`config.mk`:
```
export PLATFORM = sky130hd
export DESIGN_NAME = hsl_to_rgb_flat
export DESIGN_NICKNAME = d
export VERILOG_FILES = /design/src/sv/hsl_pkg.sv /design/src/sv/hsl_in_if.sv /design/src/sv/hsl_out_if.sv /design/src/sv/hsl_split.sv /design/src/sv/hsl_core.sv /design/src/sv/hsl_mix.sv /design/src/sv/hsl_to_rgb.sv /design/src/flat_wrapper.sv
export VERILOG_INCLUDE_DIRS = /design/src /design/src/sv
export SDC_FILE = /design/constraint.sdc
export NUM_CORES = 1
export LEC_CHECK = 0
export ABC_AREA = 1
export BUFFER_PORTS_ARGS = -buffer_cell sky130_fd_sc_hd__buf_2
export CAP_MARGIN = 15
export CORE_MARGIN = 4
export CORE_UTILIZATION = 59
export CTS_CLUSTER_DIAMETER = 60
export CTS_CLUSTER_SIZE = 8
export DETAILED_ROUTE_END_ITERATION = 8
export GPL_TIMING_DRIVEN = 0
export PLACE_DENSITY = 0.83
export SKIP_CTS_REPAIR_TIMING = 1
export SLEW_MARGIN = 20
export SYNTH_ARGS = -nofsm -noshare
export SYNTH_HDL_FRONTEND = slang
export SYNTH_HIERARCHICAL = 1
export SYNTH_SLANG_ARGS = --single-unit
```
`constraint.sdc`:
```
create_clock -name clk -period 7.75 [get_ports clk]
set_clock_uncertainty 0.2 [all_clocks]
set_input_delay 1.55 -clock clk [delete_from_list [all_inputs] [get_ports clk]]
set_output_delay 1.55 -clock clk [all_outputs]
set_load 0.02 [all_outputs]
```
`src/sv/hsl_to_rgb_assert.svh`:
```
// Assertion macros for the HSL to RGB converter.
// Each macro checks under the block clock and is off while reset is held.
`ifndef HSL_TO_RGB_ASSERT_SVH
`define HSL_TO_RGB_ASSERT_SVH

// Same-cycle implication
`define HSL_ASSERT_IMP(lbl, ante, cons, msg) \
  lbl: assert property (@(posedge clk) disable iff (!rst_n) (ante) |-> (cons)) \
    else $error(msg);

// Next-cycle implication
`define HSL_ASSERT_NXT(lbl, ante, cons, msg) \
  lbl: assert property (@(posedge clk) disable iff (!rst_n) (ante) |=> (cons)) \
    else $error(msg);

`endif

```
`src/sv/hsl_pkg.sv`:
```
package hsl_pkg;

  // Fixed-point format: FRAC_BITS fraction bits, ONE is 1.0
  localparam int FRAC_BITS = 12;
  localparam int ONE       = 1 << FRAC_BITS;
  localparam int HALF      = 1 << (FRAC_BITS - 1);

  // Field widths
  localparam int FW    = FRAC_BITS + 1;   // sat, light and color channels
  localparam int HUE_W = 9;
  localparam int P_W   = 2 * FW;          // L*S product
  localparam int D_W   = FW + 1;          // top/min values with headroom
  localparam int REM_W = 6;               // degrees within a sextant
  localparam int X_W   = D_W + REM_W;     // (v-min)*rem + rounding

  // Hue constants
  localparam int DEG_FULL = 360;
  localparam int DEG_SEXT = 60;
  localparam int RND_SEXT = DEG_SEXT / 2;
  localparam int N_SEXT   = DEG_FULL / DEG_SEXT;

  // Divide by 60 as multiply by ceil(2^24/60), exact for x < 381300
  localparam int RECIP_SH = 24;
  localparam int RECIP    = ((1 << RECIP_SH) + DEG_SEXT - 1) / DEG_SEXT;
  localparam int RECIP_W  = 19;
  localparam int Q_W      = X_W + RECIP_W;

  // Hue sextant codes
  typedef enum logic [2:0] {
    SEXT_RY = 3'd0,   // red to yellow
    SEXT_YG = 3'd1,   // yellow to green
    SEXT_GC = 3'd2,   // green to cyan
    SEXT_CB = 3'd3,   // cyan to blue
    SEXT_BM = 3'd4,   // blue to magenta
    SEXT_MR = 3'd5    // magenta to red
  } sext_t;

  // Stage 1: clamped inputs, L*S product, hue split
  typedef struct packed {
    logic [FW-1:0]    sat;
    logic [FW-1:0]    light;
    logic [P_W-1:0]   prod;
    sext_t            sext;
    logic [REM_W-1:0] rem;
    logic             low_half;
  } s1_t;

  // Stage 2: top and min values, numerator of the mid offset
  typedef struct packed {
    logic [D_W-1:0] vtop;
    logic [D_W-1:0] vmin;
    logic [X_W-1:0] numer;
    sext_t          sext;
    logic           black;
  } s2_t;

  // Stage 3: mid offset after the divide by 60
  typedef struct packed {
    logic [D_W-1:0] vtop;
    logic [D_W-1:0] vmin;
    logic [D_W-1:0] vsf;
    sext_t          sext;
    logic           black;
  } s3_t;

endpackage

```
`src/sv/hsl_in_if.sv`:
```
interface hsl_in_if import hsl_pkg::*; ();
  logic             valid;
  logic             ready;
  logic [HUE_W-1:0] hue;
  logic [FW-1:0]    saturation;
  logic [FW-1:0]    lightness;

  modport source (output valid, output hue, output saturation, output lightness,
                  input ready);
  modport sink   (input valid, input hue, input saturation, input lightness,
                  output ready);
endinterface

```
`src/sv/hsl_out_if.sv`:
```
interface hsl_out_if import hsl_pkg::*; ();
  logic          valid;
  logic          ready;
  logic [FW-1:0] red;
  logic [FW-1:0] green;
  logic [FW-1:0] blue;

  modport source (output valid, output red, output green, output blue, input ready);
  modport sink   (input valid, input red, input green, input blue, output ready);
endinterface

```
`src/sv/hsl_split.sv`:
```
module hsl_split import hsl_pkg::*; (
  input  logic             clk,
  input  logic             ld,
  input  logic [HUE_W-1:0] hue,
  input  logic [FW-1:0]    saturation,
  input  logic [FW-1:0]    lightness,
  output s1_t              st_r
);

  logic [FW-1:0]    sat_c, light_c;
  logic [HUE_W-1:0] hue_w, base;
  s1_t              st_nxt;

  // Clamp fractions to 1.0
  assign sat_c   = (saturation > FW'(ONE)) ? FW'(ONE) : saturation;
  assign light_c = (lightness  > FW'(ONE)) ? FW'(ONE) : lightness;

  // Wrap hue into 0..359, then find sextant and offset
  assign hue_w = (hue >= HUE_W'(DEG_FULL)) ? hue - HUE_W'(DEG_FULL) : hue;

  always_comb begin
    st_nxt.sext = SEXT_RY;
    base        = '0;
    for (int k = 1; k < N_SEXT; k++) begin
      if (hue_w >= HUE_W'(k * DEG_SEXT)) begin
        st_nxt.sext = sext_t'(3'(k));
        base        = HUE_W'(k * DEG_SEXT);
      end
    end
    st_nxt.rem      = REM_W'(hue_w - base);
    st_nxt.sat      = sat_c;
    st_nxt.light    = light_c;
    st_nxt.prod     = P_W'(light_c) * P_W'(sat_c);
    st_nxt.low_half = (light_c <= FW'(HALF));
  end

  always_ff @(posedge clk) begin
    if (ld) begin
      st_r <= st_nxt;
    end
  end

endmodule

```
`src/sv/hsl_core.sv`:
```
module hsl_core import hsl_pkg::*; (
  input  logic clk,
  input  logic ld2,
  input  logic ld3,
  input  s1_t  st1,
  output s3_t  st3_r
);

  logic [P_W:0]   rnd_sum;
  logic [D_W-1:0] rnd, lx, sx, diff;
  logic [Q_W-1:0] quot;
  s2_t            st2_r, st2_nxt;
  s3_t            st3_nxt;

  // Stage 2: v = L*(1+S) or L+S-L*S, min = 2L-v, numerator (v-min)*rem+30
  always_comb begin
    rnd_sum       = {1'b0, st1.prod} + (P_W + 1)'(HALF);
    rnd           = D_W'(rnd_sum >> FRAC_BITS);
    lx            = D_W'(st1.light);
    sx            = D_W'(st1.sat);
    st2_nxt.vtop  = st1.low_half ? lx + rnd : lx + sx - rnd;
    st2_nxt.vmin  = (lx << 1) - st2_nxt.vtop;
    diff          = st2_nxt.vtop - st2_nxt.vmin;
    st2_nxt.numer = X_W'(diff) * X_W'(st1.rem) + X_W'(RND_SEXT);
    st2_nxt.sext  = st1.sext;
    st2_nxt.black = (st2_nxt.vtop == '0);
  end

  always_ff @(posedge clk) begin
    if (ld2) begin
      st2_r <= st2_nxt;
    end
  end

  // Stage 3: divide by 60 through the reciprocal
  always_comb begin
    quot          = Q_W'(st2_r.numer) * Q_W'(RECIP);
    st3_nxt.vsf   = D_W'(quot >> RECIP_SH);
    st3_nxt.vtop  = st2_r.vtop;
    st3_nxt.vmin  = st2_r.vmin;
    st3_nxt.sext  = st2_r.sext;
    st3_nxt.black = st2_r.black;
  end

  always_ff @(posedge clk) begin
    if (ld3) begin
      st3_r <= st3_nxt;
    end
  end

endmodule

```
`src/sv/hsl_mix.sv`:
```
module hsl_mix import hsl_pkg::*; (
  input  logic          clk,
  input  logic          ld,
  input  s3_t           st3,
  output logic [FW-1:0] red_r,
  output logic [FW-1:0] green_r,
  output logic [FW-1:0] blue_r
);

  logic [D_W-1:0] mid1, mid2, r_w, g_w, b_w;
  logic [FW-1:0]  red_nxt, green_nxt, blue_nxt;

  function automatic logic [FW-1:0] sat_one(input logic [D_W-1:0] x);
    return (x > D_W'(ONE)) ? FW'(ONE) : FW'(x);
  endfunction

  assign mid1 = st3.vmin + st3.vsf;
  assign mid2 = st3.vtop - st3.vsf;

  // Route top, mid and min values by sextant, clamp each to 1.0, or zero all when black
  always_comb begin
    case (st3.sext)
      SEXT_RY: begin r_w = st3.vtop; g_w = mid1;     b_w = st3.vmin; end
      SEXT_YG: begin r_w = mid2;     g_w = st3.vtop; b_w = st3.vmin; end
      SEXT_GC: begin r_w = st3.vmin; g_w = st3.vtop; b_w = mid1;     end
      SEXT_CB: begin r_w = st3.vmin; g_w = mid2;     b_w = st3.vtop; end
      SEXT_BM: begin r_w = mid1;     g_w = st3.vmin; b_w = st3.vtop; end
      default: begin r_w = st3.vtop; g_w = st3.vmin; b_w = mid2;     end
    endcase
    if (st3.black) begin
      red_nxt   = '0;
      green_nxt = '0;
      blue_nxt  = '0;
    end else begin
      red_nxt   = sat_one(r_w);
      green_nxt = sat_one(g_w);
      blue_nxt  = sat_one(b_w);
    end
  end

  // Output register
  always_ff @(posedge clk) begin
    if (ld) begin
      red_r   <= red_nxt;
      green_r <= green_nxt;
      blue_r  <= blue_nxt;
    end
  end

endmodule

```
`src/sv/hsl_to_rgb.sv`:
```
// HSL to RGB color converter, sextant method, 12 fraction bits (4096 = 1.0).
// in_ch: valid/ready request carrying hue (degrees, 360 wraps to 0),
//   saturation and lightness; fractions above 1.0 are clamped.
// out_ch: valid/ready request carrying red, green and blue in 0..4096.
// Pipeline of four register stages: clamp, hue split and L*S multiply;
//   top/min values and the (v-min)*rem multiply; the divide by 60 as a
//   reciprocal multiply; channel routing into the output register.
// An accepted request passes through each stage register in turn before out_ch.valid.
// Throughput: one request per cycle while out_ch.ready stays high.
// A request is taken whenever some stage ahead has room, so bubbles
//   collapse while the receiver stalls; a full pipe holds all four
//   requests in place, and nothing is lost or repeated.
// Reset (rst_n low, synchronous) empties all stages; the block keeps no
//   other state and has no configuration.
`include "hsl_to_rgb_assert.svh"

module hsl_to_rgb import hsl_pkg::*; (
  input logic    clk,
  input logic    rst_n,
  hsl_in_if.sink    in_ch,
  hsl_out_if.source out_ch
);

  localparam int NSTG = 4;

  logic [NSTG-1:0] vld_r, vld_nxt, rdy, ld, prev;
  s1_t             st1;
  s3_t             st3;

  // Per-stage room and load enables
  always_comb begin
    rdy[NSTG-1] = !vld_r[NSTG-1] || out_ch.ready;
    for (int k = NSTG - 2; k >= 0; k--) begin
      rdy[k] = !vld_r[k] || rdy[k+1];
    end
    prev = {vld_r[NSTG-2:0], in_ch.valid};
    ld   = rdy & prev;
    for (int k = 0; k < NSTG; k++) begin
      vld_nxt[k] = rdy[k] ? prev[k] : vld_r[k];
    end
  end

  always_ff @(posedge clk) begin
    if (!rst_n) begin
      vld_r <= '0;
    end else begin
      vld_r <= vld_nxt;
    end
  end

  assign in_ch.ready  = rdy[0];
  assign out_ch.valid = vld_r[NSTG-1];

  hsl_split u_split (
    .clk        (clk),
    .ld         (ld[0]),
    .hue        (in_ch.hue),
    .saturation (in_ch.saturation),
    .lightness  (in_ch.lightness),
    .st_r       (st1)
  );

  hsl_core u_core (
    .clk   (clk),
    .ld2   (ld[1]),
    .ld3   (ld[2]),
    .st1   (st1),
    .st3_r (st3)
  );

  hsl_mix u_mix (
    .clk     (clk),
    .ld      (ld[3]),
    .st3     (st3),
    .red_r   (out_ch.red),
    .green_r (out_ch.green),
    .blue_r  (out_ch.blue)
  );

  // Checks
  `HSL_ASSERT_IMP(a_out_range, out_ch.valid,
    (out_ch.red <= FW'(ONE)) && (out_ch.green <= FW'(ONE)) && (out_ch.blue <= FW'(ONE)),
    "color channel above full scale")
  `HSL_ASSERT_NXT(a_take_lands, in_ch.valid && in_ch.ready, vld_r[0],
    "accepted request missing from first stage")
  `HSL_ASSERT_NXT(a_stall_holds, vld_r[1] && !rdy[1], vld_r[1] && $stable(vld_r[2]),
    "stalled stage dropped its request")

endmodule

```
`src/flat_wrapper.sv`:
```
// flat-port wrapper written by rule: the top's interface ports become plain ports
module hsl_to_rgb_flat import hsl_pkg::*;
  (clk, rst_n, in_ch_valid, in_ch_hue, in_ch_saturation, in_ch_lightness, in_ch_ready, out_ch_valid, out_ch_red, out_ch_green, out_ch_blue, out_ch_ready);
  hsl_in_if in_ch_i ();
  hsl_out_if out_ch_i ();
  input logic clk;
  input logic rst_n;
  input wire logic [$bits(in_ch_i.valid)-1:0] in_ch_valid;
  input wire logic [$bits(in_ch_i.hue)-1:0] in_ch_hue;
  input wire logic [$bits(in_ch_i.saturation)-1:0] in_ch_saturation;
  input wire logic [$bits(in_ch_i.lightness)-1:0] in_ch_lightness;
  output wire logic [$bits(in_ch_i.ready)-1:0] in_ch_ready;
  output wire logic [$bits(out_ch_i.valid)-1:0] out_ch_valid;
  output wire logic [$bits(out_ch_i.red)-1:0] out_ch_red;
  output wire logic [$bits(out_ch_i.green)-1:0] out_ch_green;
  output wire logic [$bits(out_ch_i.blue)-1:0] out_ch_blue;
  input wire logic [$bits(out_ch_i.ready)-1:0] out_ch_ready;
  assign in_ch_i.valid = in_ch_valid;
  assign in_ch_i.hue = in_ch_hue;
  assign in_ch_i.saturation = in_ch_saturation;
  assign in_ch_i.lightness = in_ch_lightness;
  assign in_ch_ready = in_ch_i.ready;
  assign out_ch_valid = out_ch_i.valid;
  assign out_ch_red = out_ch_i.red;
  assign out_ch_green = out_ch_i.green;
  assign out_ch_blue = out_ch_i.blue;
  assign out_ch_i.ready = out_ch_ready;
  hsl_to_rgb u_core (.clk(clk), .rst_n(rst_n), .in_ch(in_ch_i), .out_ch(out_ch_i));
endmodule
```
==> results of run 1 <==
## state kept, by name, summed over array words and instances, names as in the netlist
signal                cells
u_core/u_mix/blue_r      13
u_core/u_split/st_r      51
u_core/vld_r              4
u_core/u_mix/green_r     13
u_core/u_core/st2_r      50
u_core/u_mix/red_r       13
u_core/u_core/st3_r      45
## worst max-delay path: cells and delay by family, from the launching register on
kind | cells | cell delay (ns)
AO/OA/AOI/OAI | 8 | 1.06
XOR/XNOR | 3 | 0.51
adder cells (fa/ha/maj) | 10 | 3.79
buffers and inverters | 7 | 0.47
flip-flops | 1 | 0.45
AND/OR/NAND/NOR | 17 | 2.03
## worst min-delay path by stage
stage / start / endpoint / slack [ns]
floorplan: u_core/u_split/st_r[7] / u_core/u_core/st2_r[1] / 0.20
global placement: u_core/u_core/st2_r[43] / u_core/u_core/st3_r[37] / 0.20
detailed placement: u_core/u_core/st2_r[31] / u_core/u_core/st3_r[25] / 0.20
CTS: u_core/u_core/st2_r[34] / u_core/u_core/st3_r[28] / 0.21
global route: u_core/u_core/st2_r[37] / u_core/u_core/st3_r[31] / 0.23
finish: u_core/u_core/st2_r[34] / u_core/u_core/st3_r[28] / 0.22
## area by class of cell
cell class	instances	area share [%]
clock inverters	13	0.535
repair buffers	133	3.16
flip-flops and latches	189	20.1
inverters	673	9.02
multi-input cells	2145	62.6
well taps	532	2.37
plain buffers	33	0.677
clock buffers	19	1.54
## metal layers
| layer | vias up | share of wire (%) | global-route usage [%] | routed length [microns] |
|---|---|---|---|---|
| li1 | 9943 | - | - | - |
| met5 | - | 0.019 | 0 | 13 |
| met3 | 300 | 7.2 | 4.07 | 5000 |
| met2 | 1127 | 49 | 50.1 | 34200 |
| met1 | 10400 | 38 | 34.8 | 26200 |
| met4 | 2 | 5.9 | 13.7 | 4090 |
## through the flow
stage          setup TNS, ns  cell area, sq um  hold slack, ns  setup slack [ns]  utilization, %
2_1_floorplan         -0.160             24900           0.200            -0.108               -
3_3_place_gp          -10.36             25900           0.201             -1.23            63.1
3_5_place_dp          -12.95             26000           0.205             -1.42            63.4
4_1_cts               -12.82             26600           0.215             -1.44            64.8
5_1_grt               -10.23             28100           0.226             -1.20            68.3
6_report               -7.31             28100           0.216            -0.952            68.3
==> results.cfg, run 1 <==
[setup_path]
crit_slowest_cell = fa_1
rr_startpoint = u_core/u_split/st_r[22]
rr_worst_depth = 45
cp-end-kind = register
r2r_end = u_core/u_core/st2_r[22]
crit_top_cell = nand2_2
rrSetupSlack_ns = -0.95
cp.required_ns = 7.83
slowest_delay_ns = 0.59
worstSetupPathType = reg2reg
startpoint = u_core/u_split/st_r[22]
arrival_ns = 8.78
cp_max_fo = 5
crit_path_end = u_core/u_core/st2_r[22]
start_kind = register

[layout]
drive_gt1_share_pct = 15.6
final_common_cell = inv_1
fillCellCount = 3093
multi_input_comb_area_sq_um = 17600
area_growth_pct = 13.5
antenna_cells = 0
layout_common_cells = inv_1, nand2_1, ha_1
stdcell_count = 3737
seq_area_sq_um = 5640
fin_nets = 3787

[clock_tree]
htreeDepth = 4
cts_made_buffers = 17
cts_tree = built
clockBufferDepth = 2
clk_latency_ns = 0.46
cts.clk_slew.worst_paths_ns = 0.08
cts-root-buf = clkbuf_16
cts.sinks = 189

[floorplan]
start_util_pct = 60.2
ios = 80
core_sq_um = 41100
rows = 74
die_y_microns = 213
dieArea_sq_um = 45300
die_x_microns = 213

[timing]
worst_pin_slew_ns = 1.08
min_period_ns = 8.70
hold_viol_final = 0
setup_viol = 11
clock.fmax_ghz = 0.115
finalCritPeriodShare_pct = 112
rsz0062_at_grt = yes
slew_violations = 0
fin_ws_ns = -0.952
relSlewSlack_pct = 27.7

[synthesis]
synth_nets = 3635
synth_area_per_cell_sq_um = 8.13
synth_area_sq_um = 24700
synthCells = 3040
yosys_warnings = 6

[min_path]
hold_path.class = reg2reg
whs_path_depth = 0

[routing]
wire_per_inst_microns = 18.6
viasPerCell = 5.82
via_count = 21800
postRouteAntennaNets = 0
drc_errors = 0
drt_pass1_iterations = 9
totalWireLength_microns = 69500
drt_iter0_drc = 2452

[global_route]
overflow = 0
grt_pass1_wl_microns = 103000
grt_pass1_vias = 21200
grt_max_degree = 42
track_usage_pct = 28.5
grt_antenna_before_repair = 1

[placed_design]
post-place-cells = 3653
hpwl_microns = 52700
gp_congestion = 0.974
portBuffers = 77

[outcome]
violations = negative setup slack
outcome = complete, but fails checks

[job]
drv_cap = 0
Power of run 1 is left out: the tool's default activity adds up to more than one toggle a clock period on the data nets, which glitch-free logic cannot reach.
==> run 2, diff against run 1 <==
- ABC_AREA: 1 -> default
==> run 2 against run 1 <==
Compared with the run above:
- the run still ends with negative setup slack left
- largest cell class unchanged
- die area down 1.7%
- setup slack worse by 0.92 ns
- sequential share of layout area up 0.80 points
- critical path depth down 4
- critical path type unchanged
- global-route usage up 1.4 points
- synthesized cell count down 16%
- flip-flop and latch count unchanged
- final area down 3.8%
- hold slack better by 0.0042 ns
- first-iteration DRC count down 40%
- non-clock buffer count up 12
- wire length down 3.1%
==> results.cfg, run 2 <==
[layout]
layout_common_cells = inv_1, ha_1, nand2_1
final_common_cell = inv_1
reg_top3 = u_core/u_split/st_r (51), u_core/u_core/st2_r (50), u_core/u_core/st3_r (45)
regMostFlops = u_core/u_split/st_r
antenna_cells = 0
fin_nets = 3293
largest_reg_flops = 51
area_growth_pct = 11.2
fillCellCount = 3128
drive_gt1_share_pct = 12.1
post-route-cell-area_sq_um = 27000

[setup_path]
crit_top_cell = fa_1
cp.required_ns = 7.75
start_kind = register
crit_slowest_cell = fa_1
rr_startpoint = u_core/u_split/st_r[21]
cp-end-kind = register
arrival_ns = 9.62
crit_path_end = u_core/u_core/st2_r[22]
cp_max_fo = 6
rrSetupSlack_ns = -1.87
rr_worst_depth = 41
slowest_delay_ns = 0.51
r2r_end = u_core/u_core/st2_r[22]
startpoint = u_core/u_split/st_r[21]
worstSetupPathType = reg2reg

[global_route]
track_usage_pct = 29.9
met3_usage_pct = 4.07
use_met2_pct = 52.1
grt_antenna_before_repair = 0
grt_max_degree = 31
grt_use_met1_pct = 36.5
grt_pass1_vias = 20500
busiest_layer = met2
overflow = 0
grt_pass1_wl_microns = 106000

[clock_tree]
cts-root-buf = clkbuf_16
cts.sinks = 189
clockBufferDepth = 2
cts.clk_slew.worst_paths_ns = 0.08
cts_tree = built
clk_latency_ns = 0.46
cts_made_buffers = 17
htreeDepth = 4

[synthesis]
synth_area_sq_um = 24300
synth_nets = 3161
synth_area_per_cell_sq_um = 9.47
synthCells = 2566
yosys_warnings = 6

[min_path]
hold_path.class = reg2reg
min-delay-start = u_core/u_core/st2_r[36]

[routing]
wire_per_inst_microns = 20.8
viasPerCell = 6.05
drc_errors = 0
drt_iter0_drc = 1469
via_count = 19600
totalWireLength_microns = 67300
postRouteAntennaNets = 0
drt_pass1_iterations = 5

[placed_design]
hpwl_microns = 53800
portBuffers = 76
dpl-instance-area_sq_um = 25800
gp_congestion = 1.01

[timing]
hold_viol_final = 0
clock.fmax_ghz = 0.104
relSlewSlack_pct = 34.7
finalCritPeriodShare_pct = 124
fin_ws_ns = -1.87
rsz0062_at_grt = yes
slew_violations = 0
setup_viol = 13
worst_pin_slew_ns = 0.973
min_period_ns = 9.62

[floorplan]
core_sq_um = 40700
start_util_pct = 59.6
die_x_microns = 211
ios = 80
rows = 74
dieArea_sq_um = 44500
die_y_microns = 211

[outcome]
violations = negative setup slack
outcome = complete, but fails checks

[job]
drv_cap = 0
==> run 2: cell type report <==
type                            instances  area, sq um  share of cell area (%)
Sequential cell                       189         5640                    20.9
Inverter                              452         1710                    6.33
Clock inverter                         15          194                   0.718
Tap cell                              532          666                    2.46
Multi-Input combinational cell       1860        17300                    64.1
Timing Repair Buffer                  114          763                    2.83
Clock buffer                           17          425                    1.58
Buffer                                 64          297                    1.10
==> run 2: worst min path at each step <==
stage | to | slack, ns | depth (start not counted)
final | u_core/u_core/st3_r[30] | 0.22 | 0
after global routing | u_core/u_core/st3_r[36] | 0.23 | 0
after CTS | u_core/u_core/st3_r[30] | 0.21 | 0
after detailed placement | u_core/u_core/st3_r[34] | 0.20 | 0
after global placement | u_core/u_core/st3_r[40] | 0.20 | 0
after floorplan | u_core/u_core/st2_r[1] | 0.20 | 0
==> run 2: worst max-delay path: cells and delay by family (launching register included) <==
kind / cells / cell delay, ns
flops: 1 / 0.42
compound gates: 11 / 2.05
buf+inv: 5 / 0.47
fa+ha+maj: 10 / 3.41
simple gates: 9 / 1.71
xor+xnor: 4 / 0.57
mux: 2 / 0.51
==> run 2: metal layers <==
metal	vias to the layer above	wire [microns]	share of wire [%]
li1	8951	-	-
met2	828	33100	49
met5	-	0	0
met3	249	3870	5.7
met4	0	4120	6.1
met1	9596	26300	39
==> run 2: metrics by stage <==
step	setup WS [ns]	TNS [ns]	hold slack [ns]	cells	util, %
2_1_floorplan	-1.03	-5.64	0.200	2566	-
3_3_place_gp	-1.60	-16.25	0.201	3174	62.9
3_5_place_dp	-1.90	-20.65	0.205	3180	63.3
4_1_cts	-1.95	-17.89	0.215	3212	64.8
5_1_grt	-2.19	-19.93	0.226	3243	66.3
6_report	-1.87	-15.43	0.220	3243	66.3
Power of run 2 is left out for the same reason.
